$ cat config.mk
export PLATFORM = sky130hd
export DESIGN_NAME = button_debounce_short_long_press
export DESIGN_NICKNAME = d
export VERILOG_FILES = /design/src/design/btn_db_pkg.sv /design/src/design/btn_db_lane.sv /design/src/design/btn_db_merge.sv /design/src/design/button_debounce_short_long_press.sv
export SDC_FILE = /design/constraint.sdc
export NUM_CORES = 1
export LEC_CHECK = 0
export ABC_AREA = 1
export ABC_CLOCK_PERIOD_IN_PS = 5300
export BUFFER_PORTS_ARGS = -buffer_cell sky130_fd_sc_hd__buf_2
export CAP_MARGIN = 0
export CORE_UTILIZATION = 32
export CTS_BUF_LIST = sky130_fd_sc_hd__clkbuf_4 sky130_fd_sc_hd__clkbuf_8
export CTS_CLUSTER_SIZE = 10
export DETAILED_ROUTE_END_ITERATION = 16
export PLACE_DENSITY_LB_ADDON = 0.2
export SLEW_MARGIN = 20
export SYNTH_ARGS = -nofsm -noshare
export SYNTH_HDL_FRONTEND = slang
export SYNTH_SLANG_ARGS = --single-unit
$ cat constraint.sdc
create_clock -name clk_i -period 5.3 [get_ports clk_i]
set_input_delay 0.265 -clock clk_i [delete_from_list [all_inputs] [get_ports clk_i]]
set_output_delay 0.265 -clock clk_i [all_outputs]
set_load 0.005 [all_outputs]
$ cat src/design/btn_db_pkg.sv
// Shared types and constants for the button debouncer with short and long press detection.
// Used by the lane, the merge stage and the top level; depends on nothing.
package btn_db_pkg;

  localparam int PinW   = 8;
  localparam int CfgTW  = 16;
  localparam int MaxLanes = 8;
  localparam int ApbAw  = 4;
  localparam int ApbDw  = 32;

  localparam logic [CfgTW-1:0] DebounceRst  = 16'd50;
  localparam logic [CfgTW-1:0] LongPressRst = 16'd1000;
  localparam logic [PinW-1:0]  ActLowRst    = 8'hFF;
  localparam logic [PinW-1:0]  EnableRst    = 8'h00;

  typedef enum logic [1:0] {
    REG_DEBOUNCE   = 2'd0,
    REG_LONG_PRESS = 2'd1,
    REG_ACTIVE_LOW = 2'd2,
    REG_ENABLE     = 2'd3
  } reg_idx_e;

  typedef struct packed {
    logic [CfgTW-1:0] debounce_ms;
    logic [CfgTW-1:0] long_press_ms;
  } timing_cfg_t;

  typedef struct packed {
    logic short_ev;
    logic long_ev;
  } lane_evt_t;

endpackage

$ cat src/design/btn_db_lane.sv
// One button lane: debounce wait, stable state and press timer for a single pin.
// Depends on btn_db_pkg for the timing configuration and event types.
module btn_db_lane #(
  parameter int TIMER_BITS = 16
) (
  input  logic                     clk_i,
  input  logic                     rst_ni,
  input  logic                     step_i,
  input  logic                     changed_i,
  input  logic                     level_i,
  input  logic                     active_low_i,
  input  btn_db_pkg::timing_cfg_t  cfg_i,
  output btn_db_pkg::lane_evt_t    evt_o
);
  import btn_db_pkg::*;

  localparam int CmpW = (TIMER_BITS > CfgTW) ? TIMER_BITS : CfgTW;

  logic [TIMER_BITS-1:0] settle_q, settle_d, hold_q, hold_d;
  logic pend_q, pend_d, stable_q, stable_d, held_q, held_d, lrep_q, lrep_d;
  logic settle_done, pressed, long_hit;

  always_comb begin
    settle_d = settle_q;
    hold_d   = hold_q;
    pend_d   = pend_q;
    stable_d = stable_q;
    held_d   = held_q;
    lrep_d   = lrep_q;
    evt_o    = '0;

    // advance the press timer, saturating
    if (held_q && (hold_q != '1)) begin
      hold_d = hold_q + 1'b1;
    end

    // restart or advance the debounce wait
    if (changed_i) begin
      pend_d   = 1'b1;
      settle_d = '0;
    end else if (pend_q && (settle_q != '1)) begin
      settle_d = settle_q + 1'b1;
    end

    settle_done = pend_d && (CmpW'(settle_d) >= CmpW'(cfg_i.debounce_ms));
    pressed     = level_i ^ active_low_i;

    if (settle_done) begin
      pend_d = 1'b0;
      if (pressed != stable_q) begin
        stable_d = pressed;
        if (pressed) begin
          held_d = 1'b1;
          hold_d = '0;
          lrep_d = 1'b0;
        end else if (held_q) begin
          held_d         = 1'b0;
          evt_o.short_ev = !lrep_q;
        end
      end
    end

    long_hit = held_d && !lrep_d && (CmpW'(hold_d) >= CmpW'(cfg_i.long_press_ms));
    if (long_hit) begin
      lrep_d        = 1'b1;
      evt_o.long_ev = 1'b1;
    end
  end

  always_ff @(posedge clk_i or negedge rst_ni) begin
    if (!rst_ni) begin
      settle_q <= '0;
      hold_q   <= '0;
      pend_q   <= 1'b0;
      stable_q <= 1'b0;
      held_q   <= 1'b0;
      lrep_q   <= 1'b0;
    end else if (step_i) begin
      settle_q <= settle_d;
      hold_q   <= hold_d;
      pend_q   <= pend_d;
      stable_q <= stable_d;
      held_q   <= held_d;
      lrep_q   <= lrep_d;
    end
  end

endmodule

$ cat src/design/btn_db_merge.sv
// Merge stage: packs the lane events into the two result masks and holds the output beat.
// Depends on btn_db_pkg for the lane event type and the mask width.
module btn_db_merge #(
  parameter int NUM_LANES = 8
) (
  input  logic                           clk_i,
  input  logic                           rst_ni,
  input  logic                           load_i,
  input  btn_db_pkg::lane_evt_t          evt_i [NUM_LANES],
  input  logic                           out_stall_i,
  output logic                           busy_o,
  output logic                           out_valid_o,
  output logic [btn_db_pkg::PinW-1:0]    short_press_mask_o,
  output logic [btn_db_pkg::PinW-1:0]    long_press_mask_o
);
  import btn_db_pkg::*;

  logic            valid_q, valid_d;
  logic [PinW-1:0] short_q, short_d, long_q, long_d;

  always_comb begin
    short_d = '0;
    long_d  = '0;
    for (int i = 0; i < NUM_LANES; i++) begin
      short_d[i] = evt_i[i].short_ev;
      long_d[i]  = evt_i[i].long_ev;
    end
    valid_d = load_i || (valid_q && out_stall_i);
  end

  // hold the beat while the receiver stalls
  assign busy_o = valid_q && out_stall_i;

  always_ff @(posedge clk_i or negedge rst_ni) begin
    if (!rst_ni) begin
      valid_q <= 1'b0;
    end else begin
      valid_q <= valid_d;
    end
  end

  always_ff @(posedge clk_i) begin
    if (load_i) begin
      short_q <= short_d;
      long_q  <= long_d;
    end
  end

  assign out_valid_o        = valid_q;
  assign short_press_mask_o = short_q;
  assign long_press_mask_o  = long_q;

endmodule

$ cat src/design/button_debounce_short_long_press.sv
// Top level of the button debouncer with short and long press detection.
// Depends on btn_db_pkg, btn_db_lane and btn_db_merge.
//
// Usage: feed one beat per millisecond tick on the input channel (in_valid_i, in_stall_o,
// pin_levels_i); bit i of pin_levels_i is the raw level of button i. Every accepted beat
// yields exactly one result beat on the output channel (out_valid_o, out_stall_i) carrying
// short_press_mask_o and long_press_mask_o for that tick.
// The output is valid in the cycle after the input beat is accepted. Throughput: one beat per
// cycle while the output is not stalled; each button has its own lane that does its whole tick
// update for each accepted beat, and the merge stage registers the masks.
// Stall: the output register holds its beat while out_stall_i is high; in_stall_o is then
// raised in the same cycle, so no beat is taken until the held result leaves.
// Reset: all lane state, last pin levels and the output valid clear; the registers return
// to debounce 50, long press 1000, all buttons active low and all buttons disabled.
// Configuration: APB writes at byte address 4*i, to be done only while the block is idle.
// A disabled button keeps its lane frozen and reports nothing.
module button_debounce_short_long_press #(
  parameter int NUM_BUTTONS = 8,
  parameter int TIMER_BITS  = 16
) (
  input  logic                                clk_i,
  input  logic                                rst_ni,
  input  logic                                in_valid_i,
  output logic                                in_stall_o,
  input  logic [btn_db_pkg::PinW-1:0]         pin_levels_i,
  output logic                                out_valid_o,
  input  logic                                out_stall_i,
  output logic [btn_db_pkg::PinW-1:0]         short_press_mask_o,
  output logic [btn_db_pkg::PinW-1:0]         long_press_mask_o,
  input  logic                                psel,
  input  logic                                penable,
  input  logic                                pwrite,
  input  logic [btn_db_pkg::ApbAw-1:0]        paddr,
  input  logic [btn_db_pkg::ApbDw-1:0]        pwdata,
  output logic [btn_db_pkg::ApbDw-1:0]        prdata,
  output logic                                pready
);
  import btn_db_pkg::*;

  // lanes beyond the pin vector have no input and are not built
  localparam int Lanes = (NUM_BUTTONS < MaxLanes) ? NUM_BUTTONS : MaxLanes;

  timing_cfg_t     cfg_q;
  logic [PinW-1:0] act_low_q, enable_q;
  logic [PinW-1:0] last_q, changed;
  logic            accept, cfg_wr, merge_busy;
  reg_idx_e        reg_sel;
  lane_evt_t       lane_evt [Lanes];

  // ---------------------------------------------------------------- config port
  assign pready  = 1'b1;
  assign reg_sel = reg_idx_e'(paddr[3:2]);
  assign cfg_wr  = psel && penable && pwrite;

  always_ff @(posedge clk_i or negedge rst_ni) begin
    if (!rst_ni) begin
      cfg_q.debounce_ms   <= DebounceRst;
      cfg_q.long_press_ms <= LongPressRst;
      act_low_q           <= ActLowRst;
      enable_q            <= EnableRst;
    end else if (cfg_wr) begin
      unique case (reg_sel)
        REG_DEBOUNCE:   cfg_q.debounce_ms   <= pwdata[CfgTW-1:0];
        REG_LONG_PRESS: cfg_q.long_press_ms <= pwdata[CfgTW-1:0];
        REG_ACTIVE_LOW: act_low_q           <= pwdata[PinW-1:0];
        REG_ENABLE:     enable_q            <= pwdata[PinW-1:0];
      endcase
    end
  end

  always_comb begin
    unique case (reg_sel)
      REG_DEBOUNCE:   prdata = ApbDw'(cfg_q.debounce_ms);
      REG_LONG_PRESS: prdata = ApbDw'(cfg_q.long_press_ms);
      REG_ACTIVE_LOW: prdata = ApbDw'(act_low_q);
      REG_ENABLE:     prdata = ApbDw'(enable_q);
    endcase
  end

  // ---------------------------------------------------------------- input side
  // take a new tick whenever the output register can take its result
  assign in_stall_o = merge_busy;
  assign accept     = in_valid_i && !merge_busy;
  assign changed    = pin_levels_i ^ last_q;

  // last levels follow every pin, enabled or not
  always_ff @(posedge clk_i or negedge rst_ni) begin
    if (!rst_ni) begin
      last_q <= '0;
    end else if (accept) begin
      last_q <= pin_levels_i;
    end
  end

  // ---------------------------------------------------------------- lanes
  for (genvar g = 0; g < Lanes; g++) begin : g_lane
    btn_db_lane #(
      .TIMER_BITS (TIMER_BITS)
    ) u_lane (
      .clk_i        (clk_i),
      .rst_ni       (rst_ni),
      .step_i       (accept && enable_q[g]),
      .changed_i    (changed[g]),
      .level_i      (pin_levels_i[g]),
      .active_low_i (act_low_q[g]),
      .cfg_i        (cfg_q),
      .evt_o        (lane_evt[g])
    );
  end

  // ---------------------------------------------------------------- merge and output
  // a disabled lane does not step, so its events are masked here
  lane_evt_t lane_evt_m [Lanes];
  always_comb begin
    for (int i = 0; i < Lanes; i++) begin
      lane_evt_m[i].short_ev = lane_evt[i].short_ev && enable_q[i];
      lane_evt_m[i].long_ev  = lane_evt[i].long_ev && enable_q[i];
    end
  end

  btn_db_merge #(
    .NUM_LANES (Lanes)
  ) u_merge (
    .clk_i              (clk_i),
    .rst_ni             (rst_ni),
    .load_i             (accept),
    .evt_i              (lane_evt_m),
    .out_stall_i        (out_stall_i),
    .busy_o             (merge_busy),
    .out_valid_o        (out_valid_o),
    .short_press_mask_o (short_press_mask_o),
    .long_press_mask_o  (long_press_mask_o)
  );

  // ---------------------------------------------------------------- assertions
  a_valid_from_accept: assert property (@(posedge clk_i) disable iff (!rst_ni)
    $rose(out_valid_o) |-> $past(in_valid_i && !in_stall_o))
    else $error("output beat appeared without an accepted tick");

  a_stall_blocks_input: assert property (@(posedge clk_i) disable iff (!rst_ni)
    (out_valid_o && out_stall_i) |-> in_stall_o)
    else $error("input accepted while a stalled result is held");

  a_no_short_and_long: assert property (@(posedge clk_i) disable iff (!rst_ni)
    out_valid_o |-> ((short_press_mask_o & long_press_mask_o) == '0))
    else $error("button reported short and long press in one tick");

  a_only_enabled: assert property (@(posedge clk_i) disable iff (!rst_ni)
    out_valid_o |-> (((short_press_mask_o | long_press_mask_o) & ~enable_q) == '0))
    else $error("disabled button reported an event");

endmodule
### Word level (Yosys, flattened, before mapping)

Cells that the tools add are included.

| storage, ports and cells | value |
|---|---|
| word-level logic and storage cells | 384 |
| input bits | 51 |
| output and inout port bits | 51 |
| register bits | 361 |

| operators by class | value |
|---|---|
| magnitude comparators | 16 |
| reduce and logical (&&, ||, !) cells | 99 |
| equality and inequality tests | 27 |
| $add $sub $neg | 16 |
| multiplexer cells | 161 |
| bitwise gates (word level) | 9 |

Operator list:

| cell | count |
|---|---|
| 16-bit two-way mux | 48 |
| 16-bit by 1-bit adder with 16-bit output (second input constant) | 16 |
| 16-bit >= comparator | 16 |
| 16-bit inequality test (second input constant) | 16 |
| 32-bit case mux with 4 select lines | 1 |
| 1-bit two-way mux | 112 |
| 1-bit logical AND | 68 |
| 3-bit AND reduction | 8 |
| 1-bit zero test | 17 |
| 1-bit inequality test | 8 |
| 2-bit AND reduction | 4 |
| 1-bit bitwise XOR | 8 |
| 8-bit bitwise XOR | 1 |
| 2-bit == test (second input constant) | 2 |
| 2-bit by 1-bit == test with 1-bit output (second input constant) | 1 |
| 2-bit zero test | 1 |
| 1-bit logical OR | 1 |

### Depth between registers and ports, before layout

| logic depth | value |
|---|---|
| depth after elaboration | 12 |
| depth in mapped cells | 34 |
| depth with buffers taken out | 33 |

### Hierarchy

Synthesis repeated with hierarchy kept, for this count alone.

| unflattened totals | value |
|---|---|
| cell total of the unflattened synthesis | 4733 |
| area total of the unflattened synthesis | 32153.3 um^2 |

Modules (own cells, without submodules):

| module | times used | area each (um^2) | cells an instance | sequential area each (um^2) |
|---|---|---|---|---|
| btn_db_lane at g_lane[2].u_lane ... | 4 | 3578.4 | 532 | 900.9 |
| btn_db_lane at g_lane[0].u_lane ... | 2 | 3637.2 | 555 | 900.9 |
| btn_db_lane at g_lane[1].u_lane | 1 | 3514.6 | 535 | 900.9 |
| btn_db_lane at g_lane[7].u_lane | 1 | 3508.4 | 541 | 900.9 |
| button_debounce_short_long_press | 1 | 3021.6 | 398 | 1422.6 |
| btn_db_merge | 1 | 520.5 | 21 | 505.5 |

### Worst setup path before layout

OpenSTA, ideal clock, no wires.

| timing | value |
|---|---|
| path type | reg2reg |
| from | reg g_lane[3].u_lane.settle_q[1] |
| to | reg u_merge.long_q[3], in the netlist u_merge.long_press_mask_o[3] (data pin) |
| data required time | 5.044 ns |
| data arrival time | 3.640 ns |
| stages on the path, launching flop included | 34 |
| path slack | 1.404 ns |
| buffers on the path | 2 |
| period minus slack after synthesis | 3.896 ns |
| path through | dfrtp_1 ha_1 nand3_1 nor2_2 nand2_2 nor2_4 nand2_2 nand2_4 inv_4 buf_6 nand2_1 nand2_1 and3_1 ha_1 nand2_1 nor2_1 nor2_1 nand2_1 nand2_1 nand2_1 nand2_1 nand2_1 nand3_1 clkbuf_1 and3_1 ha_1 nand2_1 inv_1 nand3_1 inv_1 a21oi_1 nand3_1 nand3_1 nor2_1 |

RTL lines:

| element | line | source |
|---|---|---|
| start: declaration | btn_db_lane.sv:19 | `logic [TIMER_BITS-1:0] settle_q, settle_d, hold_q, hold_d;` |
| start signal: assignment | btn_db_lane.sv:79 | `settle_q <= settle_d;` |
| end signal: assignment | btn_db_merge.sv:45 | `long_q <= long_d;` |
| end: declaration | btn_db_merge.sv:19 | `logic [PinW-1:0] short_q, short_d, long_q, long_d;` |

==> results.md <==
- CP Capture Type: flop
- CTS buffer count: 78
- Final RePlAce weighted congestion: 0.878
- Initial antenna violation count: 8
- Syn Inst Count: approximately 4.4k
- Slew Viols, Final: 0
- Max_cap viols: 0
- Die area: 95600 sq um
- WP data arrival: 5270 ps
- Setup crit start kind: flop
- Fmax: approximately 210 MHz
- P&R area growth vs syn: 11.8%
- Max Used Layer: met5
- Drt total wl: 95.8 mm
- Detailed-route via count: approximately 28k
- Largest area contributor in the netlist: dfrtp_1
- Combinational fraction of design power: 0.481
- DRC violations left: 0
- # nets final: approximately 4.9k
- NetSw: 7.02 mW
- Share of the synthesized area in the top cell type: 0.272
- Commonest cells in the netlist: nand2_1, inv_1, o21ai_0
- Most used cell, CP: nand2_1
- Synthesized flop and latch total: around 360
- Vias in the first global route: 26.6k
- Clock Path Buffers: 3
- Routed vias/inst: just under 5
- CP max stage cell: dfrtp_1
- Net Sw Frac: 0.469
- Total GRT Usage: 0.202
- # fillers: a little over 10k
- Post-route setup TNS: 0 ps
- Largest net degree at the start of global routing: 117
- Crit share post-route: 0.911
- Distinct cells, synth: 51
- Worst Path Required: between 5000 and 6000 ps
- Initial detailed-routing violation count: between 1.5k and 2k
- Core region area: 93300 sq um
- Cell family with most CP delay: simple AND/OR/NAND/NOR gates
- Initial DRT Pass Iterations: 5
- Wire length per cell: 16.4 um
- Root Buffer: clkbuf_8
- Synth async-reset ratio: 0.956
- Initial Util: 0.324
- Leakage: 17.0 nW
- Overall Power: 15.0 mW
- Peak VDD IR: 168 uV
- Clk slew on worst S/H paths: 60 ps
- Count leader, synth: nand2_1
- ANT nets after route: 0
- Post-Synth Adder-Cell Area: 0.113
- IO buf count: 66
- RSZ-0062 raised after global routing: no
- I/O pins: just over 100
- Fraction of layout cells with a size suffix above 1: 0.0834
- Reg-to-reg slack, setup: 470 ps
- Met1 Routed Length: 47.3 mm
- Synth Cell Area: 30200 sq um
- Slew headroom: 0.261
- Clk_skew: between 40 and 50 ps
- Post-synthesis simple-gate area fraction: 0.314
- Main combinational cell family by area after synthesis: simple AND/OR/NAND/NOR gates
- Biggest registers after layout: g_lane.u_lane.hold_q (128), g_lane.u_lane.settle_q (128), cfg_q (32)
- Seq. cell area: 9140 sq um
- Global route total overflow: 0
- Met2 wire length: roughly 41 mm
- Worst hold-check path type: input port to asynchronous set/reset pin
- YS warnings: 0
- Buf/Inv on CP: 4
- Final Hold Viols: 0
- Worst Hold Slack: ~190 ps
- Final HPWL DP: 67.0 mm
- Status: finished, final reports clean
- DIE WIDTH: 309 um
- Synth Area in Compound Gates: 0.117
- First-pass GRT wire length: 151 mm
- Slew @ Worst Pin: roughly 1100 ps
- EDFF count, synth: 16
- Mux cell area share after synthesis: 0
- Sequential share of power: 0.297
- Top post-synthesis cells by area: dfrtp_1, nand2_1, ha_1, inv_1, o21ai_0
- Clock sinks: 361
- Clock share of power: 0.222
- Num rows: 112
- Minimum clock period: 4830 ps
- Final setup fails: 0
- Ys flop type: dfrtp_1
- Sequential share of the synthesized area: 0.303
- Max Fanout on Critical Path: 20
- Internal: 7.95 mW
- Avg Cell Area, Syn: 6.81 sq um
- Worst skew pair latency: 710 ps
- CP peak stage delay: 470 ps
- Fin util: 0.362
- Vert. Die Dim: 309 um
- Synth Area in XOR/XNOR: 0.0547
- CTS tree: done
- Power Dens Cells: ~440 nW/um^2
- CTS H-tree lvls: 3
- Crit path kind: flop to flop
- Multi-input gate area: 18200 sq um
- Met3 wire len: around 5.1 mm
[placed cells by master (no fill, tap or decap), drive strengths merged, types with 26 or more instances in the layout]
master       count
a21oi          237
and3            26
buf            112
clkbuf         129
dfrtp          328
dlygate4sd3     27
ha             272
inv            599
nand2         1332
nand3          298
nand4           90
nor2           285
nor3           113
o21ai          373
or2             32
xnor2           45
xor2           140
[timing repair]
action,in CTS,in global routing
setup buffers,0,2
gates resized for setup,0,5
hold buffers,27,0
endpoints found under the hold margin,135,0
setup endpoints to repair,0,4
[power groups by stage]
| stage | Combinational (mW) | Clock [mW] | Sequential [mW] |
|---|---|---|---|
| after floorplan | 5.44 | 0 | 4.19 |
| after global placement | 7.04 | 0 | 4.48 |
| after detailed placement | 7.16 | 0 | 4.47 |
| after CTS | 7.21 | 3.45 | 4.44 |
| after global routing | 8.42 | 3.56 | 4.58 |
| final | 7.20 | 3.32 | 4.45 |
[stage by stage]
step	area (sq um)	setup WS, ps	std cells
floorplan	30300	1400	4450
global placement	31800	402	5676
detailed placement	31800	364	5676
CTS	33700	323	5845
global route	33700	26.6	5850
finish	33800	474	5851
[layer usage]
metal | global-route usage | vias up
met5 | 0 | -
met4 | 0.0601 | 4
met2 | 0.310 | 627
met3 | 0.0315 | 143
li1 | - | 14600
met1 | 0.289 | 13100
[final timing paths]
check                      cells past startpoint                            end                         start
max                                           31   u_merge.long_press_mask_o[1]  g_lane[1].u_lane.settle_q[0]
min                                            2    g_lane[0].u_lane.hold_q[14]                        rst_ni
max reg2reg                                   31   u_merge.long_press_mask_o[1]  g_lane[1].u_lane.settle_q[0]
min reg2reg                                    2                      cfg_q[27]                     cfg_q[27]
max in group asynchronous                      3  g_lane[6].u_lane.settle_q[14]                        rst_ni
min in group clk_i                             4                    enable_q[2]                      paddr[2]
[final cells by class]
class	count	share of cell area
Multi-Input combinational cell	3353	0.538
Timing Repair Buffer	139	0.0291
Tap cell	1254	0.0465
Inverter	598	0.0667
Antenna cell	4	0.000297
Clock buffer	129	0.0456
Sequential cell	361	0.271
Clock inverter	13	0.00330
[logic make-up after synthesis]
kind of cell,count (synthesis)
AOI/OAI and AO/OA,672
xor gates and xnor gates,185
and+or+nand+nor,2207
other,2
DFF,361
adders and majority gates,272
buffers and inverters,736
No activity file was read; power rests on OpenSTA's default activity.
